### config.mk
export PLATFORM = sky130hd
export DESIGN_NAME = point_in_convex_areas
export DESIGN_NICKNAME = d
export VERILOG_FILES = /design/src/design/pica_pkg.sv /design/src/design/pica_vstore.sv /design/src/design/pica_xprod.sv /design/src/design/point_in_convex_areas.sv
export SDC_FILE = /design/constraint.sdc
export NUM_CORES = 2
export LEC_CHECK = 0
export ABC_AREA = 1
export BUFFER_PORTS_ARGS = -buffer_cell sky130_fd_sc_hd__buf_2
export CAP_MARGIN = 30
export CORE_MARGIN = 10
export CORE_UTILIZATION = 35
export DETAILED_ROUTE_END_ITERATION = 8
export GPL_ROUTABILITY_DRIVEN = 1
export PLACE_DENSITY_LB_ADDON = 0.1
export SLEW_MARGIN = 20
export SYNTH_ARGS = -nofsm -noshare
export SYNTH_HDL_FRONTEND = slang
export SYNTH_SLANG_ARGS = --single-unit
### constraint.sdc
create_clock -name clk -period 6.45 [get_ports clk]
set_clock_uncertainty 0.15 [all_clocks]
set_input_delay 1.29 -clock clk [delete_from_list [all_inputs] [get_ports clk]]
set_output_delay 1.29 -clock clk [all_outputs]
set_load 0.005 [all_outputs]
### src/design/pica_pkg.sv
//------------------------------------------------------------------------------
// pica_pkg
// Shared types, field layout and defaults for the point in convex areas block.
//------------------------------------------------------------------------------
package pica_pkg;

    localparam int DEF_MAX_AREAS    = 4;
    localparam int DEF_MAX_VERTICES = 16;
    localparam int DEF_COORD_BITS   = 16;

    localparam int AREA_IDX_BITS = 2;
    localparam int VERT_IDX_BITS = 4;
    localparam int IN_COORD_BITS = 16;
    localparam int COUNT_W       = 5;
    localparam int CFG_W         = 3;
    localparam int MIN_VERTS     = 3;

    localparam int S_TDATA_W = 40;
    localparam int M_TDATA_W = 8;

    localparam int AREA_LSB = 0;
    localparam int VERT_LSB = AREA_LSB + AREA_IDX_BITS;
    localparam int X_LSB    = VERT_LSB + VERT_IDX_BITS;
    localparam int Y_LSB    = X_LSB + IN_COORD_BITS;

    localparam logic KIND_LOAD = 1'b0;
    localparam logic KIND_TEST = 1'b1;

    typedef enum logic [2:0] {
        ST_IDLE,
        ST_AREA,
        ST_FETCH,
        ST_LATCH,
        ST_MUL_A,
        ST_MUL_B,
        ST_CMP,
        ST_DONE
    } state_t;

    typedef struct packed {
        logic mul_a;
        logic mul_b;
    } xp_ctrl_t;

    typedef struct packed {
        logic zero;
        logic neg;
    } xp_stat_t;

endpackage

### src/design/pica_vstore.sv
//------------------------------------------------------------------------------
// pica_vstore
// Vertex memory: one write port, one registered read port.
//------------------------------------------------------------------------------
module pica_vstore #(
    parameter int DEPTH  = pica_pkg::DEF_MAX_AREAS * pica_pkg::DEF_MAX_VERTICES,
    parameter int WIDTH  = 2 * pica_pkg::DEF_COORD_BITS,
    parameter int ADDR_W = 6
) (
    input  logic              clk,
    input  logic              wr_en,
    input  logic [ADDR_W-1:0] wr_addr,
    input  logic [WIDTH-1:0]  wr_data,
    input  logic [ADDR_W-1:0] rd_addr,
    output logic [WIDTH-1:0]  rd_data
);

    logic [WIDTH-1:0] mem [DEPTH];
    logic [WIDTH-1:0] rd_data_reg;

    always_ff @(posedge clk)
    begin
        if (wr_en)
        begin
            mem[wr_addr] <= wr_data;
        end
        rd_data_reg <= mem[rd_addr];
    end

    assign rd_data = rd_data_reg;

endmodule

### src/design/pica_xprod.sv
//------------------------------------------------------------------------------
// pica_xprod
// Shared multiplier: edge cross product over two passes, then sign compare.
//------------------------------------------------------------------------------
module pica_xprod #(
    parameter int COORD_BITS = pica_pkg::DEF_COORD_BITS
) (
    input  logic                         clk,
    input  pica_pkg::xp_ctrl_t           ctrl,
    input  logic signed [COORD_BITS-1:0] prev_x,
    input  logic signed [COORD_BITS-1:0] prev_y,
    input  logic signed [COORD_BITS-1:0] cur_x,
    input  logic signed [COORD_BITS-1:0] cur_y,
    input  logic signed [COORD_BITS-1:0] pt_x,
    input  logic signed [COORD_BITS-1:0] pt_y,
    output pica_pkg::xp_stat_t           stat
);

    localparam int D_W = COORD_BITS + 1;
    localparam int P_W = 2 * D_W;

    logic signed [D_W-1:0] op_a;
    logic signed [D_W-1:0] op_b;
    logic signed [P_W-1:0] prod;
    logic signed [P_W-1:0] prod_a_reg;
    logic signed [P_W-1:0] prod_b_reg;
    logic signed [P_W:0]   diff;

    always_comb
    begin
        if (ctrl.mul_b)
        begin
            op_a = D_W'(cur_y) - D_W'(prev_y);
            op_b = D_W'(pt_x) - D_W'(prev_x);
        end
        else
        begin
            op_a = D_W'(cur_x) - D_W'(prev_x);
            op_b = D_W'(pt_y) - D_W'(prev_y);
        end
        prod = op_a * op_b;
    end

    always_ff @(posedge clk)
    begin
        if (ctrl.mul_a)
        begin
            prod_a_reg <= prod;
        end
        if (ctrl.mul_b)
        begin
            prod_b_reg <= prod;
        end
    end

    assign diff      = (P_W + 1)'(prod_a_reg) - (P_W + 1)'(prod_b_reg);
    assign stat.zero = (diff == '0);
    assign stat.neg  = diff[P_W];

endmodule

### src/design/point_in_convex_areas.sv
//------------------------------------------------------------------------------
// point_in_convex_areas
// Load item: written at acceptance; input stays ready, next item taken the cycle after.
// Test item: input held not ready while active areas are scanned in order; an area
//   under three vertices is skipped, a failing edge drops an area and a hit ends the
//   scan. Input is ready again as the result is registered, held while output stalls.
// Reset clears area counts, area_count and control; vertex memory is not reset.
//------------------------------------------------------------------------------
module point_in_convex_areas #(
    parameter int MAX_AREAS    = pica_pkg::DEF_MAX_AREAS,
    parameter int MAX_VERTICES = pica_pkg::DEF_MAX_VERTICES,
    parameter int COORD_BITS   = pica_pkg::DEF_COORD_BITS
) (
    input  logic                           clk,
    input  logic                           rst_n,
    input  logic                           s_tvalid,
    output logic                           s_tready,
    // area_index, vertex_index, coord_x, coord_y, zero pad
    input  logic [pica_pkg::S_TDATA_W-1:0] s_tdata,
    // kind
    input  logic [0:0]                     s_tuser,
    input  logic                           s_tlast,
    output logic                           m_tvalid,
    input  logic                           m_tready,
    // hit, zero pad
    output logic [pica_pkg::M_TDATA_W-1:0] m_tdata,
    input  logic                           cfg_valid,
    output logic                           cfg_ready,
    input  logic [pica_pkg::CFG_W-1:0]     cfg_data
);

    localparam int DEPTH      = MAX_AREAS * MAX_VERTICES;
    localparam int ADDR_W     = (DEPTH > 1) ? $clog2(DEPTH) : 1;
    localparam int VERT_W     = $clog2(MAX_VERTICES);
    localparam int AREA_W     = $clog2(MAX_AREAS + 1);
    localparam int AREA_IDX_W = (MAX_AREAS > 1) ? $clog2(MAX_AREAS) : 1;
    localparam int CW         = pica_pkg::COUNT_W;

    pica_pkg::state_t state_reg, state_next;
    logic [AREA_W-1:0] area_reg, area_next;
    logic [VERT_W-1:0] vidx_reg, vidx_next;
    logic closing_reg, closing_next;
    logic edge0_reg, edge0_next;
    logic sign_reg, sign_next;
    logic found_reg, found_next;
    logic m_valid_reg, m_valid_next;
    logic hit_reg, hit_next;
    logic [pica_pkg::CFG_W-1:0] area_count_reg;
    logic [CW-1:0] cnt_reg [MAX_AREAS];

    logic signed [COORD_BITS-1:0] px_reg, py_reg;
    logic signed [COORD_BITS-1:0] prev_x_reg, prev_y_reg;
    logic signed [COORD_BITS-1:0] cur_x_reg, cur_y_reg;
    logic signed [COORD_BITS-1:0] first_x_reg, first_y_reg;

    logic                        s_acc;
    logic [pica_pkg::AREA_IDX_BITS-1:0] in_area;
    logic [pica_pkg::VERT_IDX_BITS-1:0] in_vert;
    logic signed [pica_pkg::IN_COORD_BITS-1:0] in_x, in_y;
    logic                        load_ok;
    logic [ADDR_W-1:0]           wr_addr, rd_addr;
    logic [2*COORD_BITS-1:0]     wr_data, rd_data;
    logic signed [COORD_BITS-1:0] rd_x, rd_y;
    logic [CW-1:0]               cur_cnt;
    logic                        area_end;
    logic                        vidx_last;
    pica_pkg::xp_ctrl_t          xp_ctrl;
    pica_pkg::xp_stat_t          xp_stat;

    assign in_area = s_tdata[pica_pkg::AREA_LSB +: pica_pkg::AREA_IDX_BITS];
    assign in_vert = s_tdata[pica_pkg::VERT_LSB +: pica_pkg::VERT_IDX_BITS];
    assign in_x    = s_tdata[pica_pkg::X_LSB +: pica_pkg::IN_COORD_BITS];
    assign in_y    = s_tdata[pica_pkg::Y_LSB +: pica_pkg::IN_COORD_BITS];

    assign s_tready  = (state_reg == pica_pkg::ST_IDLE);
    assign s_acc     = s_tvalid && s_tready;
    assign cfg_ready = 1'b1;
    assign m_tvalid  = m_valid_reg;
    assign m_tdata   = {{(pica_pkg::M_TDATA_W - 1){1'b0}}, hit_reg};

    assign load_ok = s_acc && (s_tuser[0] == pica_pkg::KIND_LOAD)
                     && (32'(in_area) < MAX_AREAS) && (32'(in_vert) < MAX_VERTICES);
    assign wr_addr = ADDR_W'(32'(in_area) * MAX_VERTICES + 32'(in_vert));
    assign wr_data = {COORD_BITS'(in_y), COORD_BITS'(in_x)};
    assign rd_addr = ADDR_W'(32'(area_reg) * MAX_VERTICES + 32'(vidx_reg));
    assign rd_x    = rd_data[COORD_BITS-1:0];
    assign rd_y    = rd_data[2*COORD_BITS-1:COORD_BITS];

    assign cur_cnt   = cnt_reg[area_reg[AREA_IDX_W-1:0]];
    assign area_end  = (32'(area_reg) >= MAX_AREAS)
                       || (32'(area_reg) >= 32'(area_count_reg));
    assign vidx_last = (32'(vidx_reg) + 1 == 32'(cur_cnt));

    pica_vstore #(
        .DEPTH  (DEPTH),
        .WIDTH  (2 * COORD_BITS),
        .ADDR_W (ADDR_W)
    ) u_vstore (
        .clk     (clk),
        .wr_en   (load_ok),
        .wr_addr (wr_addr),
        .wr_data (wr_data),
        .rd_addr (rd_addr),
        .rd_data (rd_data)
    );

    pica_xprod #(
        .COORD_BITS (COORD_BITS)
    ) u_xprod (
        .clk    (clk),
        .ctrl   (xp_ctrl),
        .prev_x (prev_x_reg),
        .prev_y (prev_y_reg),
        .cur_x  (cur_x_reg),
        .cur_y  (cur_y_reg),
        .pt_x   (px_reg),
        .pt_y   (py_reg),
        .stat   (xp_stat)
    );

    always_ff @(posedge clk or negedge rst_n)
    begin
        if (!rst_n)
        begin
            state_reg      <= pica_pkg::ST_IDLE;
            area_reg       <= '0;
            vidx_reg       <= '0;
            closing_reg    <= 1'b0;
            edge0_reg      <= 1'b0;
            sign_reg       <= 1'b0;
            found_reg      <= 1'b0;
            m_valid_reg    <= 1'b0;
            hit_reg        <= 1'b0;
            area_count_reg <= '0;
            for (int i = 0; i < MAX_AREAS; i++)
            begin
                cnt_reg[i] <= '0;
            end
        end
        else
        begin
            state_reg   <= state_next;
            area_reg    <= area_next;
            vidx_reg    <= vidx_next;
            closing_reg <= closing_next;
            edge0_reg   <= edge0_next;
            sign_reg    <= sign_next;
            found_reg   <= found_next;
            m_valid_reg <= m_valid_next;
            hit_reg     <= hit_next;
            if (cfg_valid && cfg_ready)
            begin
                area_count_reg <= cfg_data;
            end
            if (load_ok && s_tlast)
            begin
                cnt_reg[AREA_IDX_W'(in_area)] <= CW'(32'(in_vert) + 1);
            end
        end
    end

    // hold point and edge endpoints
    always_ff @(posedge clk)
    begin
        if (s_acc && (s_tuser[0] == pica_pkg::KIND_TEST))
        begin
            px_reg <= COORD_BITS'(in_x);
            py_reg <= COORD_BITS'(in_y);
        end
        if (state_reg == pica_pkg::ST_LATCH)
        begin
            if (vidx_reg == '0)
            begin
                first_x_reg <= rd_x;
                first_y_reg <= rd_y;
                prev_x_reg  <= rd_x;
                prev_y_reg  <= rd_y;
            end
            else
            begin
                cur_x_reg <= rd_x;
                cur_y_reg <= rd_y;
            end
        end
        if (state_reg == pica_pkg::ST_CMP)
        begin
            prev_x_reg <= cur_x_reg;
            prev_y_reg <= cur_y_reg;
            if (vidx_last)
            begin
                cur_x_reg <= first_x_reg;
                cur_y_reg <= first_y_reg;
            end
        end
    end

    always_comb
    begin
        state_next   = state_reg;
        area_next    = area_reg;
        vidx_next    = vidx_reg;
        closing_next = closing_reg;
        edge0_next   = edge0_reg;
        sign_next    = sign_reg;
        found_next   = found_reg;
        m_valid_next = m_valid_reg && !m_tready;
        hit_next     = hit_reg;
        xp_ctrl      = '0;

        unique case (state_reg)
            pica_pkg::ST_IDLE:
            begin
                if (s_acc && (s_tuser[0] == pica_pkg::KIND_TEST))
                begin
                    area_next  = '0;
                    found_next = 1'b0;
                    state_next = pica_pkg::ST_AREA;
                end
            end
            pica_pkg::ST_AREA:
            begin
                if (area_end)
                begin
                    state_next = pica_pkg::ST_DONE;
                end
                else if (32'(cur_cnt) < pica_pkg::MIN_VERTS)
                begin
                    area_next = area_reg + 1'b1;
                end
                else
                begin
                    vidx_next    = '0;
                    closing_next = 1'b0;
                    edge0_next   = 1'b1;
                    state_next   = pica_pkg::ST_FETCH;
                end
            end
            pica_pkg::ST_FETCH:
            begin
                state_next = pica_pkg::ST_LATCH;
            end
            pica_pkg::ST_LATCH:
            begin
                if (vidx_reg == '0)
                begin
                    vidx_next  = vidx_reg + 1'b1;
                    state_next = pica_pkg::ST_FETCH;
                end
                else
                begin
                    state_next = pica_pkg::ST_MUL_A;
                end
            end
            pica_pkg::ST_MUL_A:
            begin
                xp_ctrl.mul_a = 1'b1;
                state_next    = pica_pkg::ST_MUL_B;
            end
            pica_pkg::ST_MUL_B:
            begin
                xp_ctrl.mul_b = 1'b1;
                state_next    = pica_pkg::ST_CMP;
            end
            pica_pkg::ST_CMP:
            begin
                if (xp_stat.zero || (!edge0_reg && (xp_stat.neg != sign_reg)))
                begin
                    // drop this area
                    area_next  = area_reg + 1'b1;
                    state_next = pica_pkg::ST_AREA;
                end
                else
                begin
                    sign_next  = xp_stat.neg;
                    edge0_next = 1'b0;
                    if (closing_reg)
                    begin
                        found_next = 1'b1;
                        state_next = pica_pkg::ST_DONE;
                    end
                    else if (vidx_last)
                    begin
                        closing_next = 1'b1;
                        state_next   = pica_pkg::ST_MUL_A;
                    end
                    else
                    begin
                        vidx_next  = vidx_reg + 1'b1;
                        state_next = pica_pkg::ST_FETCH;
                    end
                end
            end
            pica_pkg::ST_DONE:
            begin
                if (!m_valid_reg || m_tready)
                begin
                    m_valid_next = 1'b1;
                    hit_next     = found_reg;
                    state_next   = pica_pkg::ST_IDLE;
                end
            end
            default:
            begin
                state_next = pica_pkg::ST_IDLE;
            end
        endcase
    end

endmodule

Yosys cells after proc, flatten, opt, wreduce, memory -nomap -nowiden. Memories as Yosys holds them, arrays and structs flattened. A register that Yosys moved wholly into a read port is not among the register bits. Index checks and enable logic that the tools add are counted.

Register bits: 235. Memories: 1. Bits of input ports: 50. Word-level logic and storage cells: 162. RAM bits: 2048.

Multiplexer cells: 63. Reductions and logical operators: 31. Multiply operators: 1. Bitwise gates (word level): 4. $lt $le $gt $ge: 6. Eq/ne operators: 21. $add $sub $neg: 11.

Memories: u_vstore.mem (words 64, width 32, rd ports 1, clocked after Yosys merged registers in 1, wr ports 1, RTL line pica_vstore.sv:18) `logic [WIDTH-1:0] mem [DEPTH];`.

Operator list (number): 2-to-1 mux 16 bit (14); subtractor 16 x 16 -> 17 bit (4); 2-to-1 mux 3 bit (12); zero test 35 bit (1); subtractor 34 x 34 -> 35 bit (1); multiplier 17 x 17 -> 34 bit (1); 2-to-1 mux 17 bit (2); 2-to-1 mux 4 bit (6); one-hot mux 3 bit (8 select lines) (1); bitwise mux 20 bit (1); 2-to-1 mux 1 bit (17); inequality test 2 bit, second input constant (8); 2-to-1 mux 5 bit (3); adder 6 x 4 -> 6 bit (2); == test 3 bit, second input constant (4); one-hot mux 4 bit (3 select lines) (1); adder 4 x 1 -> 5 bit, second input constant (2); binary-select mux 5 bit (select 2 bit) (1); demux 5 bit (select 2 bit) (1); >= comparator 3 bit, second input constant (3); one-hot mux 3 bit (3 select lines) (1); AND reduction 2 bit (4); AND reduction 4 bit (2); nonzero test 2 bit (4); 23 further kinds (41).

Longest topological paths before layout.
Depth after elaboration: 9. Depth in mapped cells: 41. Depth with buffers taken out: 40.

By module. From an unflattened synthesis, not the netlist that was laid out.

Cell total of the unflattened synthesis: 9771. Area total of the unflattened synthesis: 107991.1 µm².

By module, submodules not included: pica_vstore (cells an instance 6769, area an instance 82738.1 µm², times used 1, seq. area each 62139.6 µm²); pica_xprod (cells an instance 2284, area an instance 18166.2 µm², times used 1, seq. area each 2042.0 µm²); point_in_convex_areas (cells an instance 718, area an instance 7086.8 µm², times used 1, seq. area each 4499.3 µm²).

Worst setup path before layout. No wires, ideal clock.

Path kind: reg2reg. Start point: register prev_x_reg[2]. End point: register u_xprod.prod_a_reg[29] (data pin). Slack: -0.671 ns. Arrival time: 6.707 ns. Clock period less this slack: 7.121 ns. Setup time: 0.264 ns. Stages on the path, launching flop included: 39. Cell sequence: edfxtp_1 inv_1 ha_1 a21oi_2 nand2_1 nand2_1 nand2_1 a21boi_2 o21ai_2 a21boi_2 o21ai_1 or2_0 nand2_1 nand2_2 inv_1 buf_6 nand2_1 fa_1 [... 3 more ...] fa_1 inv_1 fa_1 fa_1 inv_1 fa_1 inv_1 ha_1 a21oi_1 inv_1 a31oi_1 a21boi_1 nor2_1 inv_1 o21ai_1 nand2_1 nand2_1 xor2_1.

Longest elaborated chain between the ends: 3. Elaborated cells between the ends (all ways): 5. Those cells by class: add/sub (2); mul (1); mux (2).

Ends and longest elaborated chain: start: declaration (RTL line point_in_convex_areas.sv:52) `logic signed [COORD_BITS-1:0] prev_x_reg, prev_y_reg;`; start signal: assignment (RTL line point_in_convex_areas.sv:176) `prev_x_reg <= rd_x;`; start signal: assignment (RTL line point_in_convex_areas.sv:187) `prev_x_reg <= cur_x_reg;`; subtractor 16 x 16 -> 17 bit (on tied branches) (RTL line pica_xprod.sv:38, pica_xprod.sv:34); 2-to-1 mux 17 bit (RTL line pica_xprod.sv:31) `if (ctrl.mul_b)`; multiplier 17 x 17 -> 34 bit (*) (RTL line pica_xprod.sv:41) `prod = op_a * op_b;`; named net u_xprod.prod[29] (RTL line pica_xprod.sv:24) `logic signed [P_W-1:0] prod;`; end signal: assignment (RTL line pica_xprod.sv:48) `prod_a_reg <= prod;`; end: declaration (RTL line pica_xprod.sv:25) `logic signed [P_W-1:0] prod_a_reg;`.

Mark *: on every way through the listed nets, which the timed path passes. The rest lies on a longest branch. A chain may end at the register's enable or synchronous reset.

Final worst setup path.
Start point: register prev_y_reg[0]. End point: register u_xprod.prod_b_reg[29] (data pin).

Longest elaborated chain between the ends: 3. Elaborated cells between the ends (all ways): 5. Those cells by class: add/sub (2); mul (1); mux (2).

Ends and longest elaborated chain: start: declaration (RTL line point_in_convex_areas.sv:52); start signal: assignment (RTL line point_in_convex_areas.sv:177) `prev_y_reg <= rd_y;`; start signal: assignment (RTL line point_in_convex_areas.sv:188) `prev_y_reg <= cur_y_reg;`; subtractor 16 x 16 -> 17 bit (on tied branches) (RTL line pica_xprod.sv:33, pica_xprod.sv:39); 2-to-1 mux 17 bit (RTL line pica_xprod.sv:31); multiplier 17 x 17 -> 34 bit (*) (RTL line pica_xprod.sv:41); named net u_xprod.prod[29] (RTL line pica_xprod.sv:24); end signal: assignment (RTL line pica_xprod.sv:52) `prod_b_reg <= prod;`; end: declaration (RTL line pica_xprod.sv:26) `logic signed [P_W-1:0] prod_b_reg;`.

Marked as above.

==> results.py <==
metrics = {
    "critical_path": {
        "critPathSlowestCell": "fa_1",
        "worst-path-buf-inv": 11,
        "cp_data_required_time_ns": 6.90,
        "critPathArrivalTime_ns": 7.73,
        "worstSetupEndpointType": "flop",
        "worst-r2r-setup-slack_ns": -0.84,
        "crit_type": "flop to flop",
        "r2r-start": "prev_y_reg[0]",
        "critPathMaxFanout": 4,
        "r2r_cells": 36,
        "critPathLaunchType": "flop",
        "path_delay_family": "adder cells",
        "slowest_delay_ns": 0.56,
        "r2r_end": "u_xprod.prod_b_reg[29]",
    },
    "detailed_routing": {
        "dr.max_layer_used": "met5",
        "routed_via_density": 5.34,
        "antenna_left": 0,
        "detail_route.first_pass.iterations": 6,
        "num_vias": 72100,
        "drc_errors": 0,
        "wl_met3_um": 18600,
        "wl_per_cell_um": 25.0,
        "drt_iter0_drc": 6723,
        "wl_met2_um": 155000,
        "wirelength_um": 338000,
        "m1WireLength_um": 154000,
    },
    "placement": {
        "hpwl_um": 198000,
        "gp_congestion": 0.837,
        "preCtsSetupSlack_ns": -1.14,
        "dp.cells": 13000,
        "placed_cell_area_mm2": 0.115,
        "port_buffers": 50,
    },
    "synthesis": {
        "synth_cell_types": 59,
        "synth_cells": 8838,
        "yosysSeqAreaShare_pct": 64.9,
        "synthXorXnorAreaFrac_pct": 0.580,
        "synthMuxAreaShare_pct": 0.0319,
        "synth_ff_type": "edfxtp_1",
        "synth_simple_gate_area_share_pct": 11.3,
        "synth_edf_count": 2212,
        "yosysWarnings": 0,
        "synth-compound-area-share_pct": 10.9,
        "ys_ff_latch": 2315,
        "synth_top_family_by_area": "simple AND/OR/NAND/NOR gates",
        "async_flop_share_pct": 1.68,
        "synth.avg_cell_area_um2": 12.0,
        "synth.cell_area_mm2": 0.106,
        "synthAdderAreaFrac_pct": 7.94,
    },
    "hold_path": {
        "hp-class": "input pin to async pin",
    },
    "layout": {
        "nFillCells": 28300,
        "finish.instance_area_mm2": 0.125,
        "fin_cells": 13500,
        "drive_gt1_share_pct": 16.8,
        "layout.nets": 9879,
        "most-common-layout-cells": "edfxtp_1 (2212), nor2_1 (1303), o21ai_0 (1077), nand2_1 (791), buf_4 (612)",
        "final_common_cell": "edfxtp_1",
        "area_growth_pct": 18.4,
        "largest_reg_flops": 2048,
        "regArea_mm2": 0.0687,
        "multi_input_area_mm2": 0.0347,
    },
    "timing": {
        "fmax_ghz": 0.137,
        "hold_violations": 0,
        "slew_headroom_pct": 29.9,
        "worstMarginPinSlew_ns": 1.05,
        "fin_crit_ns": 7.29,
        "setup_violations": 42,
        "min_period_over_period_pct": 113,
        "setup_ws_ns": -0.836,
        "drv_slew": 0,
        "rsz0062_at_grt": "yes",
    },
    "outcome": {
        "violations": "setup timing",
        "status": "finished with violations",
    },
    "die": {
        "dieWidth_um": 570,
        "initial_utilization_pct": 35.2,
        "core_mm2": 0.300,
        "die_y_um": 570,
        "rows": 201,
        "pin_count": 61,
        "dieArea_mm2": 0.325,
    },
    "cts": {
        "hold_buffers": 0,
        "cts_buffer_depth": 4,
        "cts_buffers": 262,
        "root_buffer": "clkbuf_16",
        "clkLatencyLatePin_ns": 0.91,
        "htreeDepth": 5,
        "path_clk_slew_ns": 0.06,
        "cts_tree": "yes",
        "clock-sinks": 2315,
    },
    "global_routing": {
        "grt_pass1_wl_um": 492000,
        "antenna_found_initial": 22,
        "grt_max_degree": 189,
        "grt.overflow.total": 0,
        "groute.usage.overall_pct": 20.1,
        "grt_pass1_vias": 71500,
    },
    "job": {
        "cap_violations": 0,
    },
}
routing by layer:
metal / vias to the layer above / global-route usage [%]
met5: - / 0
met4: 8 / 5.68
met3: 447 / 2.47
met2: 2077 / 32.4
met1: 36900 / 28.7
li1: 32700 / -
synth_stat cells, drive strengths merged, types with 39 or more instances:
library cell     n  area (µm²)
a21oi          135         691
a31oi           45         282
buf            141         691
clkbuf         371        1390
dfrtp           39         976
dfxtp           64        1280
edfxtp        2212       66400
fa             301        6030
ha             190        2380
inv            666        2500
nand2          880        3370
nand3          561        2830
nor2          1401        5290
o21ai         1123        5670
o221ai         512        4480
xor2            47         412
worst max-delay path by stage:
stage                  start                     end  slack (ns)  cells past startpoint
3_5_place_dp   prev_x_reg[0]  u_xprod.prod_a_reg[32]       -1.14                     35
6_report       prev_y_reg[0]  u_xprod.prod_b_reg[29]       -0.84                     36
5_1_grt        prev_y_reg[0]  u_xprod.prod_a_reg[32]       -1.14                     30
2_1_floorplan  prev_x_reg[0]  u_xprod.prod_a_reg[28]       -0.41                     36
4_1_cts        prev_x_reg[0]  u_xprod.prod_a_reg[32]       -0.88                     34
3_3_place_gp   prev_x_reg[3]  u_xprod.prod_a_reg[32]       -1.11                     37
area by class of cell:
| cell class | count | share of cell area (%) |
|---|---|---|
| antenna | 13 | 0.0260 |
| clock inverter | 117 | 0.771 |
| timing repair buffer | 742 | 4.96 |
| clock buffer | 338 | 5.62 |
| inverter | 671 | 2.08 |
| tap | 3958 | 3.95 |
| sequential | 2315 | 54.9 |
| multi-input combinational | 5346 | 27.7 |
cell families after synthesis:
family | count (synthesis)
compound gates | 1858
xor+xnor | 70
fa+ha+maj | 491
buf+inv | 1183
flops | 2315
mux | 3
other cells | 2
simple gates | 2916
worst reg2reg max path: cells and delay by family, from the launching register on:
family                   cells  cell delay [ns]
flip-flops                   1             0.36
buffers and inverters       11             0.93
AO/OA/AOI/OAI                7             0.94
adder cells (fa/ha/maj)      9             3.86
AND/OR/NAND/NOR              8             0.65
XOR/XNOR                     1             0.17
per-stage QoR:
step                      utilization, %  TNS, ns  hold slack, ns
after global placement              38.4   -33.61           0.294
after CTS                           41.3   -24.26           0.303
after global routing                41.7   -39.30           0.170
after detailed placement            38.4   -34.72           0.295
final                               41.7   -26.82           0.196
after floorplan                        -    -7.41           0.281
repair_timing:
action / in CTS / in global routing
setup buffers: 27 / 39
endpoints found under the setup margin: 48 / 50
pin swaps: 63 / 115
gates resized for setup: 162 / 208
cloned: 1 / 0
Power is left out: the tool's default activity adds up to more than one toggle a clock period on the data nets, which glitch-free logic cannot reach.
